**src/hdl/pebt_div.sv**
```systemverilog
// pebt_div: pipelined restoring divider, one quotient bit per stage,
// with a sideband word that travels alongside; no dependencies
module pebt_div #(
   parameter int NW = 8,
   parameter int DW = 4,
   parameter int SW = 1
) (
   input  logic          clock,
   input  logic          reset,
   input  logic          in_valid,
   input  logic [NW-1:0] dividend,
   input  logic [DW-1:0] divisor,
   input  logic [SW-1:0] side_in,
   output logic          out_valid,
   output logic [NW-1:0] quotient,
   output logic [DW-1:0] remainder,
   output logic [SW-1:0] side_out
);

   logic          vld_ff [NW];
   logic [NW-1:0] quo_ff [NW];
   logic [DW-1:0] rem_ff [NW];
   logic [DW-1:0] div_ff [NW];
   logic [SW-1:0] sb_ff  [NW];

   for (genvar i = 0; i < NW; i++) begin : g_stage
      logic          vld_prev;
      logic [NW-1:0] quo_prev;
      logic [DW-1:0] rem_prev;
      logic [DW-1:0] div_prev;
      logic [SW-1:0] sb_prev;
      logic [DW:0]   shifted;
      logic [DW:0]   diff;
      logic          fits;

      if (i == 0) begin : g_first
         assign vld_prev = in_valid;
         assign quo_prev = dividend;
         assign rem_prev = '0;
         assign div_prev = divisor;
         assign sb_prev  = side_in;
      end else begin : g_next
         assign vld_prev = vld_ff[i-1];
         assign quo_prev = quo_ff[i-1];
         assign rem_prev = rem_ff[i-1];
         assign div_prev = div_ff[i-1];
         assign sb_prev  = sb_ff[i-1];
      end

      assign shifted = {rem_prev, quo_prev[NW-1]};
      assign diff    = shifted - {1'b0, div_prev};
      assign fits    = shifted >= {1'b0, div_prev};

      always_ff @(posedge clock) begin
         if (reset) begin
            vld_ff[i] <= 1'b0;
         end else begin
            vld_ff[i] <= vld_prev;
         end
         rem_ff[i] <= fits ? diff[DW-1:0] : shifted[DW-1:0];
         quo_ff[i] <= {quo_prev[NW-2:0], fits};
         div_ff[i] <= div_prev;
         sb_ff[i]  <= sb_prev;
      end
   end

   assign out_valid = vld_ff[NW-1];
   assign quotient  = quo_ff[NW-1];
   assign remainder = rem_ff[NW-1];
   assign side_out  = sb_ff[NW-1];

endmodule

```
**config.mk**
```make
export PLATFORM = sky130hd
export DESIGN_NAME = pebt_div
export DESIGN_NICKNAME = d
export VERILOG_FILES = /design/src/hdl/pebt_div.sv
export SDC_FILE = /design/constraint.sdc
export NUM_CORES = 1
export LEC_CHECK = 0
export BUFFER_PORTS_ARGS = -buffer_cell sky130_fd_sc_hd__buf_2
export CAP_MARGIN = 20
export CORE_MARGIN = 4
export CORE_UTILIZATION = 30
export CTS_BUF_LIST = sky130_fd_sc_hd__clkbuf_8
export CTS_CLUSTER_DIAMETER = 150
export DETAILED_ROUTE_END_ITERATION = 8
export PLACE_DENSITY_LB_ADDON = 0.2
export SLEW_MARGIN = 20
export SYNTH_ARGS = -nofsm -noshare
export SYNTH_HDL_FRONTEND = slang
export SYNTH_SLANG_ARGS = --single-unit
export TNS_END_PERCENT = 30
```
**constraint.sdc**
```tcl
create_clock -name clock -period 2.05 [get_ports clock]
set_input_delay 0.205 -clock clock [delete_from_list [all_inputs] [get_ports clock]]
set_output_delay 0.205 -clock clock [all_outputs]
set_load 0.1 [all_outputs]
```
==> results.sh, run 1 <==
export IMPL_synthAdderAreaFrac_pct=11.75
export IMPL_layout_cells_most_common="dfxtp_1"
export IMPL_rr_worst_depth=6
export IMPL_clockBufferDepth=2
export IMPL_setup_viol=0
export IMPL_antenna_cells=0
export IMPL_ys_warn_count=0
export IMPL_leakage_nw=2.458
export IMPL_synth_top_family_by_area="adder cells"
export IMPL_io_buffer_count=29
export IMPL_start_kind="flop"
export IMPL_rsz0062_at_grt="false"
export IMPL_finalClockSkew_ns=0.01016
export IMPL_worstPathCellList="inv_1 -> ha_1 -> o21ai_1 -> a21oi_2 -> nor2_4 -> mux2_4"
export IMPL_synthDistinctLibCells=19
export IMPL_grt_max_degree=17
export IMPL_grt_pass1_vias=2509
export IMPL_critPathBufInv=1
export IMPL_end_kind="flop"
export IMPL_routed_wl_um=5804
export IMPL_max_freq_mhz=636.9
export IMPL_slowest_stage="dfxtp_1"
export IMPL_critPathRequiredTime_ns=2.36
export IMPL_gp_congestion=0.7187
export IMPL_powerDensity_nw_per_um2=1537
export IMPL_synth_seq_cells=140
export IMPL_grt_busiest_layer="met2"
export IMPL_drc_errors=0
export IMPL_final_max_slew_violation_count=0
export IMPL_track_usage_pct=8.277
export IMPL_cpPeakStageDelay_ns=0.34
export IMPL_drt_iter0_markers=66
export IMPL_slew_limit_headroom_pct=67.76
export IMPL_most_common_layout_cells="dfxtp_1, inv_1, nor2_1, ha_1, buf_2"
export IMPL_dieArea_um2=16620
export IMPL_syn_area_um2=4385
export IMPL_synth_compound_area_share_pct=3.338
export IMPL_wl_per_cell_um=9.437
export IMPL_grt_use_met2_pct=13.48
export IMPL_clkLatencyLatePin_ns=0.42
export IMPL_tns_ns=0
export IMPL_clk_pin_slew_worst_paths_ns=0.07
export IMPL_yosysSeqAreaShare_pct=63.91
export IMPL_syn_inst=358
export IMPL_start_util_pct=31.11
export IMPL_cts_tree="done"
export IMPL_clockRootBuffer="clkbuf_8"
export IMPL_power_mw=8.253
export IMPL_ir_worst_vdd_uv=465.3
export IMPL_finalNetCount=475
export IMPL_postRouteAntennaNets=0
export IMPL_hold_class="flop to flop"
export IMPL_crit_family="flip-flops"
export IMPL_synth_simple_gate_area_share_pct=10.07
export IMPL_hold_violations=0
export IMPL_layout_worst_path_cycle_share_pct=76.59
export IMPL_cp_depth=6
export IMPL_dr_pass1_iters=4
export IMPL_via_per_inst=3.946
export IMPL_crit_path_max_fanout=4
export IMPL_cts_buffers=17
export IMPL_reg2reg_to="rem_ff[0][6]"
export IMPL_grt_pass1_wl_um=10660
export IMPL_vias=2427
export IMPL_cap_violations=0
export IMPL_timing_rr_start="div_ff[0][2]"
export IMPL_synth_xor_area_share_pct=1.398
export IMPL_dieHeight_um=128.9
export IMPL_critical_path_class="flop to flop"
export IMPL_postCtsSetupBuffers=0
export IMPL_muxShareOfSynthArea_pct=5.592
export IMPL_dpl_hpwl_um=4173
export IMPL_layout_drive_gt1_share_pct=18.62
export IMPL_nFillCells=1387
export IMPL_reg2reg_slack_ns=0.48
export IMPL_grt_overflow=0
export IMPL_min_from="quo_ff[2][4]"
export IMPL_crit_end="rem_ff[0][6]"
export IMPL_die_width_um=128.9
export IMPL_htree_levels=4
export IMPL_floorplan_rows=43
export IMPL_antenna_found_initial=0
export IMPL_status="finished, final reports clean"
export IMPL_crit_arrival_ns=1.88
export IMPL_coreArea_um2=14100
export IMPL_met3_usage_pct=4.317
export IMPL_synth_area_per_cell_um2=12.25
export IMPL_tightest_slew_ns=0.4870
export IMPL_syn_to_final_growth_pct=22.43
export IMPL_boundaryPins=30
export IMPL_synthesis_nets=411
export IMPL_finalCriticalPeriod_ns=1.570
export IMPL_cts_sinks=140
export IMPL_use_met1_pct=8.510
export IMPL_crit_start="div_ff[0][2]"
[cell type report]
class / count / area [um^2] / area share (%)
multi-input cells: 172 / 1410 / 26.26
inverters: 46 / 172.7 / 3.216
clock buffers: 21 / 289.0 / 5.383
repair buffers: 45 / 305.3 / 5.686
well taps: 180 / 225.2 / 4.195
clock inverters: 11 / 163.9 / 3.053
flip-flops and latches: 140 / 2803 / 52.20
[cell families after synthesis]
| logic type | Yosys count |
|---|---|
| compound gates | 24 |
| xor+xnor | 7 |
| fa+ha+maj | 37 |
| buf+inv | 46 |
| flops | 140 |
| mux | 21 |
| simple gates | 83 |
[what timing repair did]
| action | CTS | global route |
|---|---|---|
| hold endpoints to repair | 18 | 0 |
| hold buffers | 16 | 0 |
| endpoints found under the setup margin | 0 | 0 |
| gates resized for setup | 0 | 0 |
[worst reg2reg max path: cells and delay by family (launching register included)]
family                   cells  cell delay (ns)
buffers and inverters        1             0.05
multiplexers                 1             0.31
AND/OR/NAND/NOR              1             0.16
flip-flops                   1             0.34
adder cells (fa/ha/maj)      1             0.33
AO/OA/AOI/OAI                2             0.27
[power by group]
group          internal (mW)  switching, mW  total (mW)
sequential              3.26          0.169        3.43
combinational          0.848           1.55        2.40
clock                   1.45          0.974        2.43
total                   5.56           2.69        8.25
[synth_stat cells]
cell	instances	area, um^2
nor2_4	7	78.83
dfxtp_1	140	2803
inv_1	46	172.7
mux2i_1	14	140.1
o21ai_1	8	40.04
nor2_1	30	112.6
nand4_1	7	43.79
mux2_4	7	105.1
a21oi_1	8	40.04
fa_1	7	140.1
nand2_1	8	30.03
a21oi_2	7	61.31
nor3_1	14	70.07
and2_1	1	6.260
o21ai_0	1	5.000
ha_1	30	375.4
xnor2_1	7	61.31
nand2b_1	7	43.79
nor2b_1	9	56.30
[state kept, by name, indices dropped and copies added, names as in the netlist]
| register | count |
|---|---|
| vld_ff | 8 |
| div_ff | 28 |
| quo_ff | 64 |
| rem_ff | 32 |
| sb_ff | 8 |
[how the worst min path moves through the flow]
stage	endpoint	slack, ns	depth (start not counted)
after floorplan	div_ff[0][0]	0.23	0
after global placement	quo_ff[0][7]	0.31	1
after detailed placement	quo_ff[0][1]	0.31	1
after CTS	quo_ff[2][3]	0.33	0
after global routing	quo_ff[3][5]	0.33	0
final	quo_ff[3][5]	0.32	0
[metrics by stage]
step	setup slack [ns]	hold slack, ns	utilization, %	cell area (um^2)	instances
floorplan	0.6213	0.2327	-	4385	358
CTS	0.4750	0.3263	38.09	5369	615
detailed placement	0.4758	0.3093	33.74	4756	567
finish	0.4799	0.3241	38.09	5369	615
global route	0.3777	0.3263	38.09	5369	615
global placement	0.4944	0.3070	33.74	4756	567
[per-layer routing]
metal | vias to the layer above | part of all wire (%)
met5 | - | 0
met2 | 40 | 50
li1 | 1283 | -
met1 | 1092 | 43
met4 | 0 | 2.4
met3 | 12 | 5.3
(Power assumes the default switching activity.)
==> inputs of run 2 (changes only) <==
- clock period: 2.05 -> 1.6 ns (I/O delays scaled with it)
==> run 2 against run 1 <==
  * Core utilization increased by 0.24 points
  * Cell area grew 0.63%
  * Via count is 0.29% lower
  * Flip-flop and latch count unchanged
  * Power up 28%
  * Sequential power rose by 28%
  * Cell count increased by 1.3%
  * Clock power grew 22%
  * Setup slack got worse by 0.39 ns
  * Die area unchanged
  * Routed wire length fell by 3.0%
==> results.sh, run 2 (synthesized netlist as in run 1, its figures left out) <==
export IMPL_dieHeight_um=128.9
export IMPL_layout_cells_most_common="dfxtp_1"
export IMPL_grt_overflow=0
export IMPL_largest_reg_flops=64
export IMPL_finalClockSkew_ns=0.01031
export IMPL_critPathRequiredTime_ns=1.91
export IMPL_p_seq_share_pct=41.6
export IMPL_finish_utilization_pct=38.33
export IMPL_antenna_found_initial=0
export IMPL_clkLatencyLatePin_ns=0.42
export IMPL_die_width_um=128.9
export IMPL_cts_resized=0
export IMPL_start_kind="flop"
export IMPL_p_sw_mw=3.460
export IMPL_top_register="quo_ff"
export IMPL_max_freq_mhz=663.5
export IMPL_wl_per_cell_um=9.035
export IMPL_crit_path_max_fanout=4
export IMPL_hold_ws_ns=0.3257
export IMPL_track_usage_pct=8.041
export IMPL_power_internal_mw=7.089
export IMPL_postRouteAntennaNets=0
export IMPL_post_dp_cell_area_um2=4808
export IMPL_leakage_nw=2.487
export IMPL_syn_to_final_growth_pct=23.20
export IMPL_clk_pin_slew_worst_paths_ns=0.07
export IMPL_cts_tree="done"
export IMPL_slew_limit_headroom_pct=67.66
export IMPL_grt_pass1_vias=2506
export IMPL_antenna_cells=0
export IMPL_final_cell_area_um2=5403
export IMPL_most_common_layout_cells="dfxtp_1, inv_1, nor2_1, ha_1, buf_2"
export IMPL_clockBufferDepth=2
export IMPL_cap_violations=0
export IMPL_drt_iter0_markers=71
export IMPL_power_mw=10.55
export IMPL_pwr_share_clk_pct=28.1
export IMPL_via_per_inst=3.884
export IMPL_gp_congestion=0.7057
export IMPL_vias=2420
export IMPL_coreArea_um2=14100
export IMPL_grt_max_degree=17
export IMPL_crit_arrival_ns=1.82
export IMPL_layout_worst_path_cycle_share_pct=94.19
export IMPL_layout_drive_gt1_share_pct=19.64
export IMPL_tns_ns=0
export IMPL_reg_top3="quo_ff x64, rem_ff x32, div_ff x28"
export IMPL_cts_sinks=140
export IMPL_combinationalPowerShare_pct=30.3
export IMPL_finalNetCount=483
export IMPL_grt_pass1_wl_um=10490
export IMPL_dr_pass1_iters=6
export IMPL_htree_levels=4
export IMPL_clockRootBuffer="clkbuf_8"
export IMPL_io_buffer_count=29
export IMPL_hold_violations=0
export IMPL_powerDensity_nw_per_um2=1953
export IMPL_ir_worst_vdd_uv=612.3
export IMPL_cts_buffers=17
export IMPL_swShare_pct=32.80
export IMPL_tightest_slew_ns=0.4885
export IMPL_critical_path_class="flop to flop"
export IMPL_final_max_slew_violation_count=0
export IMPL_status="finished, final reports clean"
export IMPL_setup_viol=0
export IMPL_routed_wl_um=5629
export IMPL_dieArea_um2=16620
export IMPL_drc_errors=0
export IMPL_hold_class="flop to flop"
export IMPL_rsz0062_at_grt="false"
export IMPL_floorplan_rows=43
export IMPL_finalCriticalPeriod_ns=1.507
export IMPL_boundaryPins=30
export IMPL_end_kind="flop"
export IMPL_start_util_pct=31.11
export IMPL_dpl_hpwl_um=4156
run 2: cell count changes in the layout (fill, tap and decap cells not counted), sizes merged:
cell	delta
clkbuf	-3
buf	+8
inv	+1
clkinvlp	+1
clkinv	+1
run 2: worst max-delay path, cell delays in order, from the launching register on:
cell and delay, ns:
dfxtp_1 0.33, inv_1 0.04, ha_1 0.32, o21ai_1 0.16, a21oi_2 0.07, nor2_4 0.17
mux2_4 0.31
run 2: final timing paths:
kind / cells after the start / slack [ns] / startpoint / end
min reg2reg: 0 / 0.33 / quo_ff[1][0] / quo_ff[2][1]
max reg2reg: 6 / 0.09 / div_ff[2][2] / rem_ff[0][14]
max: 6 / 0.09 / div_ff[2][2] / rem_ff[0][14]
min: 0 / 0.33 / quo_ff[1][0] / quo_ff[2][1]
run 2: power groups by stage:
stage          Sequential [mW]  Clock (mW)  Combinational (mW)
2_1_floorplan             5.31           0                1.74
3_3_place_gp              4.48           0                3.13
3_5_place_dp              4.48           0                3.18
4_1_cts                   4.40        3.10                3.21
5_1_grt                   4.47        3.27                3.51
6_report                  4.39        2.96                3.19
run 2: stage by stage:
step                      std cells  setup WS (ns)
final                           623        0.09290
after global routing            623       0.004776
after floorplan                 358         0.1713
after CTS                       622        0.08582
after detailed placement        574        0.09667
after global placement          574         0.1192
run 2: routing by layer:
layer,vias up,part of all wire (%),GRT usage (%)
li1,1298,-,-
met1,1079,44,8.582
met2,34,49,12.99
met3,9,5.6,4.110
met4,0,1.9,4.262
met5,-,0,0
run 2: cell type report:
| class | count | area [um^2] |
|---|---|---|
| multi-input combinational | 172 | 1410 |
| fill | 1382 | 8693 |
| sequential | 140 | 2803 |
| timing repair buffer | 53 | 365.4 |
| clock buffer | 18 | 247.7 |
| inverter | 46 | 172.7 |
| clock inverter | 14 | 178.9 |
| tap | 180 | 225.2 |
run 2: timing repair:
action                                  in CTS  in global routing
hold endpoints to repair                    22                  0
endpoints found under the setup margin       0                  1
buffers inserted                             0                  1
hold buffers                                16                  0
